File: src/sv/md5sh_pkg.sv
// Package for the MD5 stream hasher: commands, initial chaining words,
// round constants, rotate amounts and the message word schedule.
// No dependencies.
package md5sh_pkg;

   localparam logic [1:0] CMD_DATA        = 2'd0;
   localparam logic [1:0] CMD_DATA_FINISH = 2'd1;
   localparam logic [1:0] CMD_FINISH      = 2'd2;

   localparam logic [31:0] INIT_A = 32'h67452301;
   localparam logic [31:0] INIT_B = 32'hefcdab89;
   localparam logic [31:0] INIT_C = 32'h98badcfe;
   localparam logic [31:0] INIT_D = 32'h10325476;

   localparam logic [7:0] PAD_BYTE = 8'h80;
   localparam logic [5:0] LEN_POS  = 6'd56;

   typedef struct packed {
      logic       start;   // compress the block just filled
      logic       busy;    // tied low by the top level; the core does not read it
   } comp_ctl_type;

   function automatic logic [31:0] round_const(input logic [5:0] i);
      logic [31:0] k;
      case (i)
         6'd0: k = 32'hd76aa478;  6'd1: k = 32'he8c7b756;
         6'd2: k = 32'h242070db;  6'd3: k = 32'hc1bdceee;
         6'd4: k = 32'hf57c0faf;  6'd5: k = 32'h4787c62a;
         6'd6: k = 32'ha8304613;  6'd7: k = 32'hfd469501;
         6'd8: k = 32'h698098d8;  6'd9: k = 32'h8b44f7af;
         6'd10: k = 32'hffff5bb1; 6'd11: k = 32'h895cd7be;
         6'd12: k = 32'h6b901122; 6'd13: k = 32'hfd987193;
         6'd14: k = 32'ha679438e; 6'd15: k = 32'h49b40821;
         6'd16: k = 32'hf61e2562; 6'd17: k = 32'hc040b340;
         6'd18: k = 32'h265e5a51; 6'd19: k = 32'he9b6c7aa;
         6'd20: k = 32'hd62f105d; 6'd21: k = 32'h02441453;
         6'd22: k = 32'hd8a1e681; 6'd23: k = 32'he7d3fbc8;
         6'd24: k = 32'h21e1cde6; 6'd25: k = 32'hc33707d6;
         6'd26: k = 32'hf4d50d87; 6'd27: k = 32'h455a14ed;
         6'd28: k = 32'ha9e3e905; 6'd29: k = 32'hfcefa3f8;
         6'd30: k = 32'h676f02d9; 6'd31: k = 32'h8d2a4c8a;
         6'd32: k = 32'hfffa3942; 6'd33: k = 32'h8771f681;
         6'd34: k = 32'h6d9d6122; 6'd35: k = 32'hfde5380c;
         6'd36: k = 32'ha4beea44; 6'd37: k = 32'h4bdecfa9;
         6'd38: k = 32'hf6bb4b60; 6'd39: k = 32'hbebfbc70;
         6'd40: k = 32'h289b7ec6; 6'd41: k = 32'heaa127fa;
         6'd42: k = 32'hd4ef3085; 6'd43: k = 32'h04881d05;
         6'd44: k = 32'hd9d4d039; 6'd45: k = 32'he6db99e5;
         6'd46: k = 32'h1fa27cf8; 6'd47: k = 32'hc4ac5665;
         6'd48: k = 32'hf4292244; 6'd49: k = 32'h432aff97;
         6'd50: k = 32'hab9423a7; 6'd51: k = 32'hfc93a039;
         6'd52: k = 32'h655b59c3; 6'd53: k = 32'h8f0ccc92;
         6'd54: k = 32'hffeff47d; 6'd55: k = 32'h85845dd1;
         6'd56: k = 32'h6fa87e4f; 6'd57: k = 32'hfe2ce6e0;
         6'd58: k = 32'ha3014314; 6'd59: k = 32'h4e0811a1;
         6'd60: k = 32'hf7537e82; 6'd61: k = 32'hbd3af235;
         6'd62: k = 32'h2ad7d2bb; 6'd63: k = 32'heb86d391;
         default: k = 32'h0;
      endcase
      return k;
   endfunction

   function automatic logic [4:0] rot_amount(input logic [5:0] i);
      logic [4:0] s;
      case ({i[5:4], i[1:0]})
         4'h0: s = 5'd7;  4'h1: s = 5'd12; 4'h2: s = 5'd17; 4'h3: s = 5'd22;
         4'h4: s = 5'd5;  4'h5: s = 5'd9;  4'h6: s = 5'd14; 4'h7: s = 5'd20;
         4'h8: s = 5'd4;  4'h9: s = 5'd11; 4'ha: s = 5'd16; 4'hb: s = 5'd23;
         4'hc: s = 5'd6;  4'hd: s = 5'd10; 4'he: s = 5'd15; 4'hf: s = 5'd21;
         default: s = 5'd0;
      endcase
      return s;
   endfunction

   // Message word index used by round i.
   function automatic logic [3:0] word_sel(input logic [5:0] i);
      logic [3:0] g;
      logic [3:0] r;
      r = i[3:0];
      case (i[5:4])
         2'd0: g = r;
         2'd1: g = 4'(5 * r + 1);
         2'd2: g = 4'(3 * r + 5);
         2'd3: g = 4'(7 * r);
         default: g = r;
      endcase
      return g;
   endfunction

endpackage

File: src/sv/md5sh_core.sv
// MD5 compression engine: one round per cycle over a 16-word block read
// from the block word memory of the top level. Depends on md5sh_pkg.
module md5sh_core (
   input  logic                     clock,
   input  logic                     reset,
   input  md5sh_pkg::comp_ctl_type  ctl_in,
   input  logic                     reinit,
   output logic [3:0]               rd_word,
   output logic                     rd_en,
   input  logic [31:0]              rd_data,
   output logic                     busy,
   output logic [31:0]              chain_a,
   output logic [31:0]              chain_b,
   output logic [31:0]              chain_c,
   output logic [31:0]              chain_d
);

   typedef enum logic [1:0] {S_IDLE, S_ROUND, S_FOLD} state_type;

   state_type   state_ff;
   logic [6:0]  rnd_ff;     // round whose word is being fetched, 64 = done fetching
   logic [5:0]  exec_ff;    // round executing this cycle
   logic        exec_v_ff;
   logic [31:0] a_ff, b_ff, c_ff, d_ff;
   logic [31:0] h0_ff, h1_ff, h2_ff, h3_ff;
   logic [31:0] f, sum, rot;
   logic [4:0]  sh;

   assign rd_en   = (state_ff == S_ROUND) && !rnd_ff[6];
   assign rd_word = md5sh_pkg::word_sel(rnd_ff[5:0]);
   assign busy    = (state_ff != S_IDLE);
   assign chain_a = h0_ff;
   assign chain_b = h1_ff;
   assign chain_c = h2_ff;
   assign chain_d = h3_ff;

   always_comb begin
      case (exec_ff[5:4])
         2'd0: f = (b_ff & c_ff) | (~b_ff & d_ff);
         2'd1: f = (b_ff & d_ff) | (c_ff & ~d_ff);
         2'd2: f = b_ff ^ c_ff ^ d_ff;
         default: f = c_ff ^ (b_ff | ~d_ff);
      endcase
      sum = a_ff + f + md5sh_pkg::round_const(exec_ff) + rd_data;
      sh  = md5sh_pkg::rot_amount(exec_ff);
      rot = (sum << sh) | (sum >> (6'd32 - {1'b0, sh}));
   end

   always_ff @(posedge clock) begin
      if (reset) begin
         state_ff  <= S_IDLE;
         exec_v_ff <= 1'b0;
         rnd_ff    <= '0;
         exec_ff   <= '0;
         h0_ff <= md5sh_pkg::INIT_A; h1_ff <= md5sh_pkg::INIT_B;
         h2_ff <= md5sh_pkg::INIT_C; h3_ff <= md5sh_pkg::INIT_D;
      end else begin
         case (state_ff)
            S_IDLE: begin
               if (reinit) begin
                  h0_ff <= md5sh_pkg::INIT_A; h1_ff <= md5sh_pkg::INIT_B;
                  h2_ff <= md5sh_pkg::INIT_C; h3_ff <= md5sh_pkg::INIT_D;
               end
               if (ctl_in.start) begin
                  state_ff  <= S_ROUND;
                  rnd_ff    <= '0;
                  exec_v_ff <= 1'b0;
                  a_ff <= h0_ff; b_ff <= h1_ff; c_ff <= h2_ff; d_ff <= h3_ff;
               end
            end
            S_ROUND: begin
               exec_v_ff <= !rnd_ff[6];
               exec_ff   <= rnd_ff[5:0];
               if (!rnd_ff[6]) rnd_ff <= rnd_ff + 7'd1;
               if (exec_v_ff) begin
                  a_ff <= d_ff;
                  d_ff <= c_ff;
                  c_ff <= b_ff;
                  b_ff <= b_ff + rot;
                  if (exec_ff == 6'd63) state_ff <= S_FOLD;
               end
            end
            S_FOLD: begin
               h0_ff <= h0_ff + a_ff; h1_ff <= h1_ff + b_ff;
               h2_ff <= h2_ff + c_ff; h3_ff <= h3_ff + d_ff;
               exec_v_ff <= 1'b0;
               state_ff  <= S_IDLE;
            end
            default: state_ff <= S_IDLE;
         endcase
      end
   end

endmodule

File: src/sv/md5_stream_hasher.sv
// Top level of the MD5 stream hasher: byte gathering, padding sequencer,
// block word memory and digest output. Depends on md5sh_pkg, md5sh_core.
//
//  channel | direction | ports
//  req     | in        | req_valid req_ready req_cmd req_data_byte
//  rsp     | out       | rsp_valid rsp_ready rsp_digest_word rsp_word_index rsp_last_word
//
// A data byte transaction that completes a block drops req_ready while the
// block is compressed (one MD5 round per cycle, set by the single read port
// of the block word memory). A finish adds the padding bytes one per cycle
// while no compression runs, plus one or two compressions, and then four
// response transactions, one per cycle while rsp_ready is high.
// Reset is synchronous and active high; the block memory needs no clearing.
// A stalled response holds its word; no request is taken until all four leave.
module md5_stream_hasher (
   input  logic        clock,
   input  logic        reset,
   input  logic        req_valid,
   output logic        req_ready,
   input  logic [1:0]  req_cmd,
   input  logic [7:0]  req_data_byte,
   output logic        rsp_valid,
   input  logic        rsp_ready,
   output logic [31:0] rsp_digest_word,
   output logic [1:0]  rsp_word_index,
   output logic        rsp_last_word
);

   typedef enum logic [1:0] {S_ACCEPT, S_PAD, S_WAIT, S_OUT} state_type;

   state_type    state_ff;
   logic [60:0]  count_ff;        // bytes absorbed, padding included
   logic [63:0]  bits_ff;         // bit length latched at finish
   logic         len_phase_ff;    // padding has reached the length field
   logic         pad_first_ff;    // next padding byte is the 0x80 marker
   logic [23:0]  part_ff;         // low bytes of the word being gathered
   logic [1:0]   idx_ff;
   logic         reinit_ff;
   logic [31:0]  wmem [16];       // block held as little-endian words
   logic [31:0]  rd_data_ff;

   logic         absorb;
   logic [7:0]   abs_byte;
   logic [60:0]  count_next;
   logic         blk_full;
   logic         req_fire;
   logic         rd_en;
   logic [3:0]   rd_word;
   logic         core_busy;
   logic [31:0]  ha, hb, hc, hd;
   md5sh_pkg::comp_ctl_type ctl;

   assign req_fire   = req_valid && req_ready;
   assign req_ready  = (state_ff == S_ACCEPT) && !core_busy;
   assign count_next = count_ff + 61'd1;
   assign blk_full   = absorb && (count_ff[5:0] == 6'd63);
   assign ctl.start  = blk_full;
   assign ctl.busy   = 1'b0;

   // Byte source: request data in the accept state, padding bytes in the pad state.
   // The first padding byte is 0x80; the rest up to the length field are zero.
   always_comb begin
      absorb   = 1'b0;
      abs_byte = req_data_byte;
      if (state_ff == S_ACCEPT) begin
         absorb = req_fire && (req_cmd == md5sh_pkg::CMD_DATA
                               || req_cmd == md5sh_pkg::CMD_DATA_FINISH);
      end else if (state_ff == S_PAD && !core_busy) begin
         absorb = 1'b1;
         if (!len_phase_ff) begin
            abs_byte = pad_first_ff ? md5sh_pkg::PAD_BYTE : 8'h00;
         end else begin
            abs_byte = bits_ff[{count_ff[2:0], 3'b000} +: 8];
         end
      end
   end

   always_ff @(posedge clock) begin
      if (absorb && count_ff[1:0] == 2'd3)
         wmem[count_ff[5:2]] <= {abs_byte, part_ff};
      if (rd_en)
         rd_data_ff <= wmem[rd_word];
      if (absorb) begin
         case (count_ff[1:0])
            2'd0: part_ff[7:0]   <= abs_byte;
            2'd1: part_ff[15:8]  <= abs_byte;
            2'd2: part_ff[23:16] <= abs_byte;
            default: part_ff <= part_ff;
         endcase
      end
   end

   md5sh_core u_core (
      .clock(clock), .reset(reset), .ctl_in(ctl), .reinit(reinit_ff),
      .rd_word(rd_word), .rd_en(rd_en), .rd_data(rd_data_ff), .busy(core_busy),
      .chain_a(ha), .chain_b(hb), .chain_c(hc), .chain_d(hd)
   );

   always_comb begin
      case (idx_ff)
         2'd0: rsp_digest_word = ha;
         2'd1: rsp_digest_word = hb;
         2'd2: rsp_digest_word = hc;
         default: rsp_digest_word = hd;
      endcase
   end
   assign rsp_valid      = (state_ff == S_OUT) && !core_busy;
   assign rsp_word_index = idx_ff;
   assign rsp_last_word  = (idx_ff == 2'd3);

   always_ff @(posedge clock) begin
      if (reset) begin
         state_ff     <= S_ACCEPT;
         count_ff     <= '0;
         len_phase_ff <= 1'b0;
         idx_ff       <= '0;
         reinit_ff    <= 1'b0;
         pad_first_ff <= 1'b0;
      end else begin
         reinit_ff <= 1'b0;
         if (absorb) count_ff <= count_next;
         case (state_ff)
            S_ACCEPT: begin
               if (req_fire && (req_cmd == md5sh_pkg::CMD_DATA_FINISH
                                || req_cmd == md5sh_pkg::CMD_FINISH)) begin
                  state_ff     <= S_PAD;
                  len_phase_ff <= 1'b0;
                  pad_first_ff <= 1'b1;
                  if (req_cmd == md5sh_pkg::CMD_DATA_FINISH)
                     bits_ff <= {count_next, 3'b000};
                  else
                     bits_ff <= {count_ff, 3'b000};
               end
            end
            S_PAD: begin
               if (absorb) begin
                  pad_first_ff <= 1'b0;
                  if (!len_phase_ff && count_next[5:0] == md5sh_pkg::LEN_POS)
                     len_phase_ff <= 1'b1;
                  if (len_phase_ff && count_ff[5:0] == 6'd63)
                     state_ff <= S_WAIT;
               end
            end
            S_WAIT: begin
               if (!core_busy) begin
                  state_ff <= S_OUT;
                  idx_ff   <= '0;
               end
            end
            S_OUT: begin
               if (rsp_valid && rsp_ready) begin
                  idx_ff <= idx_ff + 2'd1;
                  if (idx_ff == 2'd3) begin
                     state_ff  <= S_ACCEPT;
                     count_ff  <= '0;
                     reinit_ff <= 1'b1;
                  end
               end
            end
            default: state_ff <= S_ACCEPT;
         endcase
      end
   end

endmodule

File: config.mk
export PLATFORM = sky130hd
export DESIGN_NAME = md5_stream_hasher
export DESIGN_NICKNAME = d
export VERILOG_FILES = /design/src/sv/md5sh_pkg.sv /design/src/sv/md5sh_core.sv /design/src/sv/md5_stream_hasher.sv
export SDC_FILE = /design/constraint.sdc
export NUM_CORES = 2
export LEC_CHECK = 0
export ABC_AREA = 1
export BUFFER_PORTS_ARGS = -buffer_cell sky130_fd_sc_hd__buf_2
export CORE_MARGIN = 4
export CORE_UTILIZATION = 29
export CTS_BUF_LIST = sky130_fd_sc_hd__clkbuf_8 sky130_fd_sc_hd__clkbuf_16
export CTS_CLUSTER_DIAMETER = 200
export CTS_CLUSTER_SIZE = 30
export DETAILED_ROUTE_END_ITERATION = 7
export PLACE_DENSITY = 0.55
export SYNTH_ARGS = -nofsm -noshare
export SYNTH_HDL_FRONTEND = slang
export SYNTH_SLANG_ARGS = --single-unit
File: constraint.sdc
create_clock -name clock -period 8.2 [get_ports clock]
set_input_delay 0 -clock clock [delete_from_list [all_inputs] [get_ports clock]]
set_output_delay 0 -clock clock [all_outputs]
set_load 0.05 [all_outputs]
==> results.md <==
- Post-Syn Instances: 7454
- Post-Synth Adder-Cell Area: 0.0690
- Die width: 466 µm
- I/O pin cnt: 51
- Total iterations of the first detailed-routing run: 7
- Grt total ovfl: 0
- Final Setup Violations: 0
- Max-slew headroom: 0.223
- CP required: 8.58 ns
- Synth Area in Compound Gates: 0.182
- WL/cell: 23.1 µm
- XOR/XNOR Fraction of Synth Area: 0.0183
- Clk sink count: 1006
- CTS tree: built
- Share of post-route cells with drive strength above 1: 0.0644
- Largest family of logic cells by synthesized area: simple AND/OR/NAND/NOR gates
- Fin util: 0.321
- Routed WL: 237 mm
- Number of global-route vias before repair: 51700
- Reg clk slew, reported paths: 0.14 ns
- Pre-CTS setup slack: 0.108 ns
- Fin crit period: 7.85 ns
- Yosys top cell by area: edfxtp_1
- Gpl congestion: 1.02
- Status: finished clean
- First-pass GRT wire length: 346 mm
- Synth Net Count: 7762
- CTS max path bufs: 3
- Mux share of post-synthesis cell area: 0.000329
- CP endpoint kind: register
- Leakage Power: 0.0256 µW
- Sequential fraction of the synthesis area: 0.456
- DR iter-0 viols: 6695
- Final Hold Viols: 0
- IR drop worst, VDD: 198 µV
- Hold Path Class: primary input to register
- DR vias/cell: 5.35
- Startpoint type of the worst setup path: register
- Routed Antenna Nets: 0
- Buf/Inv on CP: 7
- Most common cell in the synthesized netlist: nand2_1
- Hpwl dp: 168 mm
- Max_cap viols: 0
- Number of port buffers: 50
- Crit Path Class: register to register
- Core Area: 0.208 mm²
- Period Utilization, post-route: 0.957
- CP max stage delay: 0.51 ns
- Post-synthesis async set-or-reset flop share: 0
- Total GRT Usage: 0.209
- Largest net degree at the start of global routing: 129
- Crit path DAT: 8.23 ns
- Primary FF master, synth: edfxtp_1
- Setup TNS: 0 ns
- Top Family by Delay on Critical Path: simple AND/OR/NAND/NOR gates
- RSZ-0062 raised after global routing: no
- Setup ws final: 0.351 ns
- Post-synth EDFFs: 757
- Synth top cells by count: 1519 x nand2_1, 906 x o21ai_0, 775 x inv_1
- Yosys reg bits: 1006
- Simple-Gate Fraction of Synth Area: 0.204
- Synth Cell Area: 0.0608 mm²
- Syn. warnings: 0
- Nets: 7775
- Slew Limit Fails: 0
- Antenna violations before repair: 15
- Synth top area share: 0.374
- Worst-Skew Late Latency: 0.71 ns
- Die Ht: 466 µm
- Starting Density: 0.293
- Clk_skew: 0.0491 ns
- PD cells: 147 mW/mm²
- Total CTS buffers: 39
- Core Rows: 167
- Cell mode on critical path: nand2_1
- Crit path max-delay cell type: xnor2_1
- Mean Syn Cell Area: 8.16 µm²
- Crit path max fanout: 9
- Fmax: 0.127 GHz
- Synth unique cells: 64
- P&R area growth vs syn: 9.67%
- DR DRC count: 0
- Die Footprint: 0.217 mm²
- CTS HTree Levels: 2
- Clk root buf: clkbuf_16
- Via count: 55000
- Area contributors post-synth: edfxtp_1 37%, nand2_1 9.4%, dfxtp_1 8.2%, o21ai_0 7.5%, inv_1 4.8%
- Tightest Pin Transition: 1.16 ns
worst min-delay path, delay by kind of cell:
family                   cells  cell delay (ns)
buffers and inverters        3             0.27
AO/OA/AOI/OAI                2             0.20
AND/OR/NAND/NOR              2             0.13
adder cells (fa/ha/maj)      1             0.12
cell type report:
cell class	count	area (µm²)
fillers	22000	141000
multi-input cells	5317	29100
flip-flops and latches	1006	27700
well taps	2788	3490
inverters	791	2980
repair buffers	312	2320
clock buffers	39	976
clock inverters	22	165
diodes	2	5.00
power by group:
group | switching, µW | leakage (µW) | internal [µW] | total, µW
combinational | 986 | 0.0163 | 320 | 1310
sequential | 213 | 0.00874 | 5700 | 5910
clock | 1680 | 0.000615 | 903 | 2580
total | 2880 | 0.0256 | 6920 | 9800
state kept, by name (all words and copies together), names as in the netlist, 5 cells and up, named ones only:
signal          flops
u_core.c_ff        32
wmem              512
u_core.chain_a     32
u_core.chain_b     32
u_core.a_ff        32
u_core.rnd_ff       7
u_core.chain_c     32
bits_ff            61
u_core.b_ff        32
u_core.sh           5
rd_data_ff         32
u_core.chain_d     32
count_ff           61
u_core.d_ff        32
u_core.exec_ff      6
part_ff            24
worst paths after layout:
kind                                                       from                              end  slack [ns]  cells past startpoint
worst min register to register  u_core.chain_d[29]$_SDFFE_PP0P_  u_core.chain_d[29]$_SDFFE_PP0P_        0.50                      2
worst max register to register   u_core.exec_ff[5]$_SDFFE_PP0P_        u_core.b_ff[16]$_DFFE_PP_        0.35                     36
worst max-delay path             u_core.exec_ff[5]$_SDFFE_PP0P_        u_core.b_ff[16]$_DFFE_PP_        0.35                     36
worst min-delay path                                 req_cmd[0]        len_phase_ff$_SDFFE_PP0P_        0.08                      8
cells in the final DEF, fill, tap and decap left out, types with 78 or more instances in the layout:
cell type and count:
ha_1 224, nor2_1 641, buf_4 249, o21ai_0 902, edfxtp_1 757, o221ai_1 150, a21oi_1 550, inv_1 783
nand2_1 1518, nand3_1 518, dfxtp_1 249, nor3_1 78
logic make-up after synthesis:
| kind of cell | count (synthesis) |
|---|---|
| adders and majority gates | 294 |
| DFF | 1006 |
| AOI/OAI and AO/OA | 1945 |
| buffers and inverters | 1131 |
| xor gates and xnor gates | 127 |
| muxes | 2 |
| and+or+nand+nor | 2949 |
through the flow:
step	instance area (µm²)	hold slack, ns	cells	total power [µW]
floorplan	60800	0.170	7454	6840
global placement	65400	0.299	10200	7300
finish	66700	0.0816	10300	9800
detailed placement	65400	0.301	10200	7320
global route	66700	0.114	10300	10200
CTS	66600	0.0300	10300	9870
what timing repair did:
| item | in CTS | in global routing |
|---|---|---|
| hold buffers | 7 | 0 |
| setup endpoints to repair | 0 | 12 |
| gates resized for setup | 0 | 5 |
| setup buffers | 0 | 9 |
| hold endpoints to repair | 132 | 0 |
metal layers:
layer  GRT usage  up-vias  routed length (µm)
li1            -    25700                   -
met1       0.290    26600              104000
met2       0.335     2266              107000
met3      0.0268      340               17400
met4      0.0749        2                9400
met5           0        -                  13
Power figures use the tool's default switching activity.
